## config.mk

```make
export PLATFORM = sky130hd
export DESIGN_NAME = min_falling_path_sum
export DESIGN_NICKNAME = d
export VERILOG_FILES = /design/src/sv/mfps_pkg.sv /design/src/sv/min_falling_path_sum.sv /design/src/sv/mfps_row_ram.sv
export SDC_FILE = /design/constraint.sdc
export NUM_CORES = 2
export LEC_CHECK = 0
export BUFFER_PORTS_ARGS = -buffer_cell sky130_fd_sc_hd__buf_2
export CAP_MARGIN = 10
export CELL_PAD_IN_SITES_DETAIL_PLACEMENT = 0
export CELL_PAD_IN_SITES_GLOBAL_PLACEMENT = 1
export CORE_UTILIZATION = 45
export CTS_BUF_LIST = sky130_fd_sc_hd__clkbuf_8
export DETAILED_ROUTE_END_ITERATION = 10
export PLACE_DENSITY = 0.76
export SETUP_SLACK_MARGIN = 0.02
export SYNTH_ARGS = -nofsm -noshare
export SYNTH_HDL_FRONTEND = slang
export SYNTH_HIERARCHICAL = 1
export SYNTH_SLANG_ARGS = --single-unit
```

## constraint.sdc

```tcl
create_clock -name aclk -period 20.5 [get_ports aclk]
set_input_delay 2.05 -clock aclk [delete_from_list [all_inputs] [get_ports aclk]]
set_output_delay 2.05 -clock aclk [all_outputs]
set_load 0.05 [all_outputs]
```

## src/sv/mfps_pkg.sv

```systemverilog
// Shared constants for the minimum falling path sum block.
`default_nettype none

package mfps_pkg;

    // Path sums are held and reported as 23-bit two's complement values.
    localparam int SUM_BITS = 23;

    // Result bus width, padded up to whole bytes.
    localparam int OUT_W = ((SUM_BITS + 7) / 8) * 8;

    // Largest representable path sum; also the start value of the running minimum.
    localparam logic signed [SUM_BITS-1:0] SUM_MAX = {1'b0, {(SUM_BITS-1){1'b1}}};

    // Smallest representable path sum.
    localparam logic signed [SUM_BITS-1:0] SUM_MIN = {1'b1, {(SUM_BITS-1){1'b0}}};

    // Grid side register width and value after reset.
    localparam int GRID_BITS  = 8;
    localparam int GRID_RESET = 128;

endpackage

`default_nettype wire

```

## src/sv/min_falling_path_sum.sv

```systemverilog
// Top level of the minimum falling path sum block.
//
// Usage:
//   Write the grid side on cfg_wr_en / cfg_wr_data while the block is idle; a write
//   restarts the grid. A side of zero acts as one, a side above MAX_SIZE as MAX_SIZE.
//   Cells enter on the s_ stream in row-major order, one signed cost per request.
//   After the final cell of a grid one request leaves on the m_ stream carrying the
//   least top-to-bottom falling path sum; the next cell then starts a new grid.
// Flow:
//   One cell is taken every cycle while s_tready is high. A grid's final cell is
//   registered in the update stage, its result in the output register behind m_tvalid.
//   The row buffer is a memory with one read port and registered read data: each cell
//   reads the up-right sum as it is accepted and writes its own sum back from the update stage.
// Reset and stalls:
//   Reset sets the side to 128, or MAX_SIZE if smaller, and starts a new grid; the
//   row buffer needs no clearing, since a grid reads only entries it has written itself.
//   While a result waits on m_tready, cells keep flowing; only the final cell of
//   the following grid is held, and s_tready drops until the result is taken.
`default_nettype none

module min_falling_path_sum #(
    parameter int MAX_SIZE   = 128,
    parameter int VALUE_BITS = 16
) (
    input  wire logic                                aclk,
    input  wire logic                                aresetn,
    // Configuration: grid side.
    input  wire logic                                cfg_wr_en,
    input  wire logic [mfps_pkg::GRID_BITS-1:0]      cfg_wr_data,
    // Cell stream.
    input  wire logic                                s_tvalid,
    output logic                                     s_tready,
    input  wire logic [((VALUE_BITS+7)/8)*8-1:0]     s_tdata,  // [VALUE_BITS-1:0] cell_value
    // Result stream.
    output logic                                     m_tvalid,
    input  wire logic                                m_tready,
    output logic [mfps_pkg::OUT_W-1:0]               m_tdata   // [22:0] min_path_sum
);

    localparam int SB   = mfps_pkg::SUM_BITS;
    localparam int GB   = mfps_pkg::GRID_BITS;
    localparam int AW   = (MAX_SIZE > 1) ? $clog2(MAX_SIZE) : 1;
    localparam int CMPW = ((AW > GB) ? AW : GB) + 1;
    localparam int EW   = ((VALUE_BITS > SB) ? VALUE_BITS : SB) + 1;
    localparam logic [GB-1:0] SIDE_RESET =
        GB'((mfps_pkg::GRID_RESET > MAX_SIZE) ? MAX_SIZE : mfps_pkg::GRID_RESET);

    localparam logic signed [EW-1:0] SAT_HI =
        {{(EW-SB){mfps_pkg::SUM_MAX[SB-1]}}, mfps_pkg::SUM_MAX};
    localparam logic signed [EW-1:0] SAT_LO =
        {{(EW-SB){mfps_pkg::SUM_MIN[SB-1]}}, mfps_pkg::SUM_MIN};

    typedef struct packed {
        logic first_row;
        logic last_row;
        logic has_right;
        logic last_cell;
    } cell_flags_t;

    // Configuration and position state.
    logic [GB-1:0]          side_reg;
    logic [AW-1:0]          col_reg;
    logic [AW-1:0]          row_reg;

    // Update stage.
    logic                   s1_valid_reg;
    logic [VALUE_BITS-1:0]  s1_value_reg;
    logic [AW-1:0]          s1_col_reg;
    cell_flags_t            s1_flags_reg;

    // Window over the previous row and bypass of a same-entry write.
    logic signed [SB-1:0]   up_reg;
    logic signed [SB-1:0]   left_reg;
    logic signed [SB-1:0]   first_reg;
    logic                   fwd_hit_reg;
    logic signed [SB-1:0]   fwd_data_reg;
    logic signed [SB-1:0]   rd_data;

    logic signed [SB-1:0]   best_reg;
    logic                   m_valid_reg;
    logic signed [SB-1:0]   m_data_reg;

    logic                   accept;
    logic                   s1_adv;
    logic                   s1_fire;
    logic [CMPW-1:0]        col_plus;
    logic [CMPW-1:0]        row_plus;
    logic [CMPW-1:0]        side_ext;
    logic                   last_col;
    logic                   last_row;
    cell_flags_t            flags_in;
    logic [AW-1:0]          rd_addr;
    logic signed [SB-1:0]   up_eff;
    logic signed [SB-1:0]   right_eff;
    logic signed [SB-1:0]   least;
    logic signed [EW-1:0]   sum_wide;
    logic signed [SB-1:0]   sum;
    logic signed [SB-1:0]   best_with_sum;
    logic [GB-1:0]          side_next;

    // Handshake: the update stage is held only when it carries a result and the
    // output register is still occupied.
    assign s1_adv   = !(s1_flags_reg.last_cell && m_valid_reg && !m_tready);
    assign s1_fire  = s1_valid_reg && s1_adv;
    assign s_tready = !s1_valid_reg || s1_adv;
    assign accept   = s_tvalid && s_tready;

    // Position decode for the incoming cell.
    assign col_plus = CMPW'(col_reg) + CMPW'(1);
    assign row_plus = CMPW'(row_reg) + CMPW'(1);
    assign side_ext = CMPW'(side_reg);
    assign last_col = (col_plus >= side_ext);
    assign last_row = (row_plus >= side_ext);

    always_comb begin
        flags_in.first_row = (row_reg == '0);
        flags_in.last_row  = last_row;
        flags_in.has_right = !last_col;
        flags_in.last_cell = last_col && last_row;
    end

    // The up-right neighbor is fetched as the cell is accepted.
    assign rd_addr = AW'(col_plus);

    mfps_row_ram #(
        .DEPTH (MAX_SIZE),
        .WIDTH (SB)
    ) u_row_ram (
        .aclk    (aclk),
        .wr_en   (s1_fire),
        .wr_addr (s1_col_reg),
        .wr_data (sum),
        .rd_en   (accept),
        .rd_addr (rd_addr),
        .rd_data (rd_data)
    );

    // Neighbor selection and the new path sum.
    assign up_eff    = (s1_col_reg == '0) ? first_reg : up_reg;
    assign right_eff = fwd_hit_reg ? fwd_data_reg : rd_data;

    always_comb begin
        least = up_eff;
        if ((s1_col_reg != '0) && (left_reg < least)) begin
            least = left_reg;
        end
        if (s1_flags_reg.has_right && (right_eff < least)) begin
            least = right_eff;
        end
        if (s1_flags_reg.first_row) begin
            sum_wide = EW'($signed(s1_value_reg));
        end else begin
            sum_wide = EW'($signed(s1_value_reg)) + EW'(least);
        end
        if (sum_wide > SAT_HI) begin
            sum = mfps_pkg::SUM_MAX;
        end else if (sum_wide < SAT_LO) begin
            sum = mfps_pkg::SUM_MIN;
        end else begin
            sum = SB'(sum_wide);
        end
        best_with_sum = (sum < best_reg) ? sum : best_reg;
    end

    // Side as written, with zero and oversize values folded into range.
    always_comb begin
        if (cfg_wr_data == '0) begin
            side_next = GB'(1);
        end else if (int'(cfg_wr_data) > MAX_SIZE) begin
            side_next = GB'(MAX_SIZE);
        end else begin
            side_next = cfg_wr_data;
        end
    end

    // Control state: side, position, stage valid, running minimum and output valid.
    always_ff @(posedge aclk) begin
        if (!aresetn) begin
            side_reg     <= SIDE_RESET;
            col_reg      <= '0;
            row_reg      <= '0;
            s1_valid_reg <= 1'b0;
            best_reg     <= mfps_pkg::SUM_MAX;
            m_valid_reg  <= 1'b0;
        end else if (cfg_wr_en) begin
            side_reg     <= side_next;
            col_reg      <= '0;
            row_reg      <= '0;
            s1_valid_reg <= 1'b0;
            best_reg     <= mfps_pkg::SUM_MAX;
        end else begin
            if (accept) begin
                if (last_col) begin
                    col_reg <= '0;
                    row_reg <= last_row ? '0 : AW'(row_plus);
                end else begin
                    col_reg <= AW'(col_plus);
                end
            end
            if (accept) begin
                s1_valid_reg <= 1'b1;
            end else if (s1_fire) begin
                s1_valid_reg <= 1'b0;
            end
            if (s1_fire) begin
                if (s1_flags_reg.last_cell) begin
                    best_reg <= mfps_pkg::SUM_MAX;
                end else if (s1_flags_reg.last_row) begin
                    best_reg <= best_with_sum;
                end
            end
            if (s1_fire && s1_flags_reg.last_cell) begin
                m_valid_reg <= 1'b1;
            end else if (m_tready) begin
                m_valid_reg <= 1'b0;
            end
        end
    end

    // Payload of the update stage and the bypass for a read of the entry being written.
    always_ff @(posedge aclk) begin
        if (accept) begin
            s1_value_reg <= s_tdata[VALUE_BITS-1:0];
            s1_col_reg   <= col_reg;
            s1_flags_reg <= flags_in;
            fwd_hit_reg  <= s1_fire && (s1_col_reg == rd_addr);
            fwd_data_reg <= sum;
        end
    end

    // Window shift over the previous row as each cell completes.
    always_ff @(posedge aclk) begin
        if (s1_fire) begin
            left_reg <= up_eff;
            up_reg   <= right_eff;
            if (s1_col_reg == '0) begin
                first_reg <= sum;
            end
        end
    end

    // Result payload.
    always_ff @(posedge aclk) begin
        if (s1_fire && s1_flags_reg.last_cell) begin
            m_data_reg <= best_with_sum;
        end
    end

    assign m_tvalid = m_valid_reg;
    assign m_tdata  = {{(mfps_pkg::OUT_W-SB){1'b0}}, m_data_reg};

endmodule

`default_nettype wire

```

## src/sv/mfps_row_ram.sv

```systemverilog
// Single-port-write, single-port-read row buffer with registered read data.
`default_nettype none

module mfps_row_ram #(
    parameter int DEPTH = 128,
    parameter int WIDTH = 23,
    parameter int AW    = (DEPTH > 1) ? $clog2(DEPTH) : 1
) (
    input  wire logic             aclk,
    input  wire logic             wr_en,
    input  wire logic [AW-1:0]    wr_addr,
    input  wire logic [WIDTH-1:0] wr_data,
    input  wire logic             rd_en,
    input  wire logic [AW-1:0]    rd_addr,
    output logic      [WIDTH-1:0] rd_data
);

    logic [WIDTH-1:0] mem [DEPTH];

    // Write port.
    always_ff @(posedge aclk) begin
        if (wr_en) begin
            mem[wr_addr] <= wr_data;
        end
    end

    // Read port; old data is returned when the same entry is written in that cycle.
    always_ff @(posedge aclk) begin
        if (rd_en) begin
            rd_data <= mem[rd_addr];
        end
    end

endmodule

`default_nettype wire

```

After elaboration in Yosys (flattened, before gate mapping)
Memory sizes are Yosys's and may differ from the RTL's. A register that Yosys moved wholly into a read port is not among the register bits.
Cells that the tools add are included.
- bits in writable memories: 2944
- register bits after elaboration: 190
- memories kept: 1
- output and inout port bits: 26
- memories (name ; depth ; width ; read ports ; clocked after memory_dff ; write ports ; line ; text):
    u_row_ram.mem ; 128 ; 23 ; 1 ; 1 ; 1 ; mfps_row_ram.sv:18 ; logic [WIDTH-1:0] mem [DEPTH];
- bitwise operators: 2
- reduce and logical (&&, ||, !) cells: 26
- add/subtract/negate cells: 3
- mux-type cells: 20
- equality and inequality tests: 1
- $lt $le $gt $ge: 8
- operators with widths (cell ; count):
    $mux W23 ; 9
    $lt A23 B23 Y1 ; 3
    $add A16 B23 Y24 ; 1
    $gt A24 B23 Y1 const B ; 1
    $lt A24 B23 Y1 const B ; 1
    $mux W24 ; 1
    $add A7 B1 Y8 const B ; 2
    $ge A8 B8 Y1 ; 2
    $mux W8 ; 2
    $logic_not A7 Y1 ; 2
    $mux W7 ; 2
    $logic_and A1 B1 Y1 ; 9
    $gt A8 B8 Y1 const B ; 1
    $logic_not A8 Y1 ; 1
    $reduce_and A2 Y1 ; 4
    $eq A7 B7 Y1 ; 1
    $reduce_bool A7 Y1 ; 1
    $mux W1 ; 6
    $reduce_bool A2 Y1 ; 3
    $logic_not A1 Y1 ; 4
    $not A1 Y1 ; 2
    $reduce_or A2 Y1 ; 1
    $logic_or A1 B1 Y1 ; 1

Logic depth before layout (Yosys ltp)
- word-level depth: 17
- mapped depth: 54
- gate-level depth less buffers: 45

Cells and area by module
Netlist, hierarchy kept.
- by module, submodules not included (module ; instances ; area each (µm²) ; cells each):
    mfps_row_ram ; 1 ; 112804.4 ; 4356
    min_falling_path_sum ; 1 ; 11552.3 ; 1102

Worst setup path after synthesis
Ideal clock, no wire load.
- path kind: register -> register
- start point: register s1_col_reg[5]
- end point: register m_data_reg[16] (data pin)
- data arrival time: 14.465 ns
- library setup time: 0.153 ns
- path buffers: 7
- stages on the path, launching flop included: 52
- slack: 5.883 ns
- required time: 20.347 ns
- cells stage by stage: edfxtp_1 nor4_2 nand2_1 clkbuf_1 clkbuf_1 mux2_2 inv_1 ha_1 a21oi_1 o21ai_0 a2111o_1 a311oi_1 o211ai_2 xnor2_1 nand2b_1 clkbuf_1 buf_2 mux2i_1 [16 not listed] o21ai_2 a2111o_1 mux2_4 buf_6 buf_6 nor2_1 a21oi_1 ha_1 nand2_1 nor3_1 nand3_1 o211ai_1 nor2_1 a221o_2 a31oi_4 clkbuf_1 nor2_1 a21oi_1
- word-level cells in the longest chain between the ends: 15
- elaborated cells between the ends (all ways): 17
- classes of those cells: add/sub (1); order compare (5); mux (7); reduce/logical (4)
- ends and longest elaborated chain (what ; line ; text):
    from (decl) ; min_falling_path_sum.sv:68 ; logic [AW-1:0] s1_col_reg;
    from (signal assigned) ; min_falling_path_sum.sv:224 ; s1_col_reg <= col_reg;
    $logic_not A7 Y1 * ; min_falling_path_sum.sv:139 ; assign up_eff = (s1_col_reg == '0) ? first_reg : up_reg;
    $mux W23 * ; min_falling_path_sum.sv:139 ;
    via up_eff[16] ; min_falling_path_sum.sv:93 ; logic signed [SB-1:0] up_eff;
    $lt A23 B23 Y1 ; min_falling_path_sum.sv:144 ; if ((s1_col_reg != '0) && (left_reg < least)) begin
    $logic_and A1 B1 Y1 ; min_falling_path_sum.sv:144 ;
    $mux W23 * ; min_falling_path_sum.sv:144 ;
    $lt A23 B23 Y1 ; min_falling_path_sum.sv:147 ; if (s1_flags_reg.has_right && (right_eff < least)) begin
    $logic_and A1 B1 Y1 ; min_falling_path_sum.sv:147 ;
    [2 not listed] ; - ;
    $mux W24 * ; min_falling_path_sum.sv:150 ; if (s1_flags_reg.first_row) begin
    $lt A24 B23 Y1 ; min_falling_path_sum.sv:157 ; end else if (sum_wide < SAT_LO) begin
    $mux W23 ; min_falling_path_sum.sv:157 ;
    $mux W23 * ; min_falling_path_sum.sv:155 ; if (sum_wide > SAT_HI) begin
    via sum[14] ; min_falling_path_sum.sv:97 ; logic signed [SB-1:0] sum;
    $lt A23 B23 Y1 * ; min_falling_path_sum.sv:162 ; best_with_sum = (sum < best_reg) ? sum : best_reg;
    $mux W23 * ; min_falling_path_sum.sv:162 ;
    via best_with_sum[16] ; min_falling_path_sum.sv:98 ; logic signed [SB-1:0] best_with_sum;
    to (signal assigned) ; min_falling_path_sum.sv:245 ; m_data_reg <= best_with_sum;
    to (decl) ; min_falling_path_sum.sv:81 ; logic signed [SB-1:0] m_data_reg;
The timed path passes the listed nets; every way through them passes the cells marked *.
A chain may end at the register's enable or synchronous reset.

Worst setup path in the final report
- start point: register s1_col_reg[0]
- end point: register best_reg[14]
- word-level cells in the longest chain between the ends: 17
- elaborated cells between the ends (all ways): 19
- classes of those cells: add/sub (1); order compare (5); mux (9); reduce/logical (4)
- ends and longest elaborated chain (what ; line ; text):
    $logic_not A7 Y1 * ; min_falling_path_sum.sv:139 ;
    $mux W23 * ; min_falling_path_sum.sv:139 ;
    via up_eff[16] ; min_falling_path_sum.sv:93 ;
    $lt A23 B23 Y1 ; min_falling_path_sum.sv:144 ;
    $logic_and A1 B1 Y1 ; min_falling_path_sum.sv:144 ;
    $mux W23 * ; min_falling_path_sum.sv:144 ;
    $lt A23 B23 Y1 ; min_falling_path_sum.sv:147 ;
    $logic_and A1 B1 Y1 ; min_falling_path_sum.sv:147 ;
    [3 not listed] ; - ;
    $lt A24 B23 Y1 ; min_falling_path_sum.sv:157 ;
    $mux W23 ; min_falling_path_sum.sv:157 ;
    $mux W23 * ; min_falling_path_sum.sv:155 ;
    via sum[19] ; min_falling_path_sum.sv:97 ;
    $lt A23 B23 Y1 * ; min_falling_path_sum.sv:162 ;
    $mux W23 * ; min_falling_path_sum.sv:162 ;
    $mux W23 * ; min_falling_path_sum.sv:208 ; end else if (s1_flags_reg.last_row) begin
    $mux W23 * ; min_falling_path_sum.sv:206 ; if (s1_flags_reg.last_cell) begin
    to (signal assigned) ; min_falling_path_sum.sv:183 ; best_reg <= mfps_pkg::SUM_MAX;
    to (signal assigned) ; min_falling_path_sum.sv:207 ; best_reg <= mfps_pkg::SUM_MAX;
    to (signal assigned) ; min_falling_path_sum.sv:209 ; best_reg <= best_with_sum;
    to (decl) ; min_falling_path_sum.sv:79 ; logic signed [SB-1:0] best_reg;
The timed path passes the listed nets; every way through them passes the cells marked *. The select of a mux whose other input is x is not followed.

==> results.md <==
| Group | Metric | Value |
| --- | --- | --- |
| layout | NumNets Final | 6061 |
| route | Detailed-route vias per instance | 6.02 |
| clocking | Inserted Clock Buffers | 475 |
| layout | Final core area utilization | 50.7% |
| hold path | Worst Hold Class | reg2reg |
| clocking | Source-to-sink clock delay at the later pin of the worst-skew pair | 1.07 ns |
| power and ir drop | Worst IR Drop VDD | 0.0478 mV |
| worst setup path | Launching element type of the critical path | flip-flop |
| worst setup path | Startpoint-to-endpoint class of the critical path | reg2reg |
| route | Vias post-DR | 60251 |
| timing | Max-slew violations | 0 |
| layout | Most frequent standard cell in the layout excluding fill and tap cells | edfxtp_1 |
| status | Result of the run | completed |
| route | WL per Instance | 30.6 microns |
| layout | Flip-flop count of the largest register after layout | 2944 |
| clocking | Clk pin slew, worst setup/hold paths | 0.07 ns |
| global routing | First-pass GRT wire length | 437 mm |
| layout | Register with the highest flop count | u_row_ram/mem |
| synth | Async S/R FF share, synth | 0% |
| synth | Synth Net Count | 5595 |
| timing | Final cycle utilization of the critical path | 74.1% |
| timing | Setup total negative slack | 0 ns |
| synth | Post-synthesis cell type count | 76 |
| route | DRT antenna net count | 0 |
| timing | Total setup violations reported at the end of the flow | 0 |
| power and ir drop | Static Leak | 43.9 nW |
| floorplan | I/O pins | 55 |
| synth | Synth Cell Area | 0.124 sq mm |
| synth | Share of the yosys chip area belonging to registers | 75.9% |
| clocking | H-Tree Depth | 5 |
| placement | Final RePlAce weighted congestion | 0.839 |
| synth | Count of flip-flops with a built-in enable after synthesis | 3110 |
| timing | Fmax | 65.8 MHz |
| worst setup path | Critical Path Most Common Cell | ha_1 |
| route | 1st-iter DRT viols | 7624 |
| global routing | Number of antenna violations at the first check in global routing | 20 |
| worst setup path | CP endpoint kind | flip-flop |
| worst setup path | CP max stage cell | a31oi_4 |
| worst setup path | Launch point of the worst path | s1_col_reg[0] |
| route | Number of detailed-routing iterations run before antenna repair | 5 |
| hold path | Worst hold path cell count | 1 |
| global routing | Global routing usage summed across all routing layers | 22.0% |
| floorplan | Effective utilization at floorplan | 45.4% |
| synth | Number of flip-flops and latches in the synthesized netlist | 3157 |
| placement | Post-place instance area | 0.130 sq mm |
| synth | Syn_area_per_cell | 22.8 sq um |
| clocking | Clock buffer depth | 4 |
| floorplan | Die Outline Area | 0.278 sq mm |
| timing | Number of hold violations in the final report | 0 |
| clocking | Hold-fix buffers at CTS | 0 |
| clocking | Clock tree from TritonCTS | built |
| worst setup path | Largest stage delay on the critical path | 0.91 ns |
| power and ir drop | Power Total | 0.0128 W |
| floorplan | Horizontal die dimension | 528 microns |
| synth | Area fraction of the dominant cell type after synthesis | 75.1% |
| placement | Worst slack, placed | 5.55 ns |
| floorplan | Count of standard-cell rows | 192 |
| synth | Number of instances in the synthesized netlist | 5458 |
| run | Number of violations of the max-capacitance limit | 0 |
| worst setup path | Critical path arrival | 16.10 ns |
| clocking | Sink Count | 3157 |
| layout | Most frequent cells in the layout | edfxtp_1 (3110), mux4_2 (966), clkbuf_8 (482) |
| timing | Setup WS post-layout | 5.30 ns |
| global routing | Total congestion overflow after global routing | 0 |
| power and ir drop | Power density normalized to cell area | 92.3 mW/mm^2 |
| hold path | Worst Min Path Start | best_reg[3] |
| placement | Port Buf Inserts | 53 |
| layout | Fraction of final layout cells sized beyond drive strength 1 | 32.1% |
| timing | RSZ-0062 raised after global routing | false |
| global routing | Pin count of the biggest net entering global routing | 158 |
| layout | Area growth from synthesis to layout | 11.7% |
| route | Drt drc | 0 |
| clocking | Root cell of the clock tree | clkbuf_8 |
| worst setup path | Reg-to-Reg Start | s1_col_reg[0] |
| route | Routed wire length | 306 mm |
| worst setup path | Cell depth of the worst flop-to-flop path | 45 |
| timing | Transition at the pin with the smallest max-transition slack | 1.15 ns |
| global routing | Via count of the first global-routing pass | 60391 |
| placement | Detailed placement HPWL | 169 mm |
| layout | Post-route cell area | 0.139 sq mm |
| synth | Warnings from Yosys | 6 |
| timing | Shortest clock period the worst path allows after layout | 15.20 ns |
| timing | Max-slew headroom at the worst pin | 23.4% |
| worst setup path | Data required time of the worst path | 21.40 ns |
| clocking | # Post-CTS Setup Buffers | 0 |
| synth | Top post-synthesis cells by area | edfxtp_1 (75%), mux4_2 (17%), ha_1 (1.1%), dfxtp_1 (0.76%), mux2i_1 (0.55%) |
| floorplan | Die outline height | 528 microns |
| worst setup path | Top fanout value on the critical path | 68 |
| synth | Library cell occupying the most area in the post-synthesis netlist | edfxtp_1 |
| timing | Largest clock skew in the final design | 0.0880 ns |
| synth | Top FF cell, synth | edfxtp_1 |
| floorplan | Area of the core | 0.274 sq mm |
| clocking | Number of instances resized during post-cts repair | 0 |
==> metrics by stage <==
step                      cells  hold slack, ns
after floorplan            5458           0.455
after global placement     9132           0.471
after detailed placement   9132           0.477
after CTS                 10003           0.492
after global routing      10005           0.504
final                     10011           0.492
==> per-layer routing <==
metal  GRT usage (%)  part of all wire, %
met3            3.81                  9.3
met4            7.04                  3.0
met1            31.6                   40
met5               0                0.011
met2            34.3                   47
==> cell families (layout without fill, tap and decap cells) <==
| family | count (synthesis) | in the layout | share of synthesized area (%) |
|---|---|---|---|
| simple gates | 430 | 430 | 1.59 |
| buf+inv | 367 | 1227 | 1.26 |
| other cells | 1 | 8 | 0.00302 |
| fa+ha+maj | 123 | 123 | 1.23 |
| mux | 1086 | 1086 | 18.5 |
| compound gates | 259 | 259 | 1.29 |
| xor+xnor | 35 | 35 | 0.247 |
| flops | 3157 | 3157 | 75.9 |
==> final timing paths <==
path                  end  slack [ns]
max          best_reg[14]        5.30
min           best_reg[3]        0.49
max reg2reg  best_reg[14]        5.30
min reg2reg   best_reg[3]        0.49
==> final cells by class <==
cell class / instances / area [sq um]
clock buffer: 482 / 6630
timing repair buffer: 258 / 1880
sequential: 3157 / 94300
multi-input combinational: 1934 / 28900
antenna: 7 / 17.5
clock inverter: 389 / 2070
fill: 21161 / 135000
inverter: 98 / 389
tap: 3686 / 4610
==> critical path, delay by kind of cell (launching register included) <==
family	cells	cell delay, ns
multiplexers	4	1.49
flip-flops	1	0.70
AO/OA/AOI/OAI	21	7.09
buffers and inverters	3	0.70
adder cells (fa/ha/maj)	5	1.44
XOR/XNOR	1	0.15
AND/OR/NAND/NOR	11	3.40
==> cells in the mapped netlist, types with 26 or more instances <==
cell type,instances
a21o_1,26
a21oi_1,96
buf_2,76
clkbuf_1,154
dfxtp_1,47
edfxtp_1,3110
ha_1,107
inv_1,97
mux2_2,50
mux2i_1,68
mux4_2,966
nand2_1,82
nand3_1,35
nor2_1,178
nor3_1,43
o21ai_0,44
==> report_power, final <==
part	switching [W]	leakage [nW]	internal (W)
Sequential	0.0000138	28.4	0.00725
Combinational	0.000544	10.6	0.000244
Clock	0.00239	4.97	0.00238
Note: power is estimated with default switching activity, not from simulation.
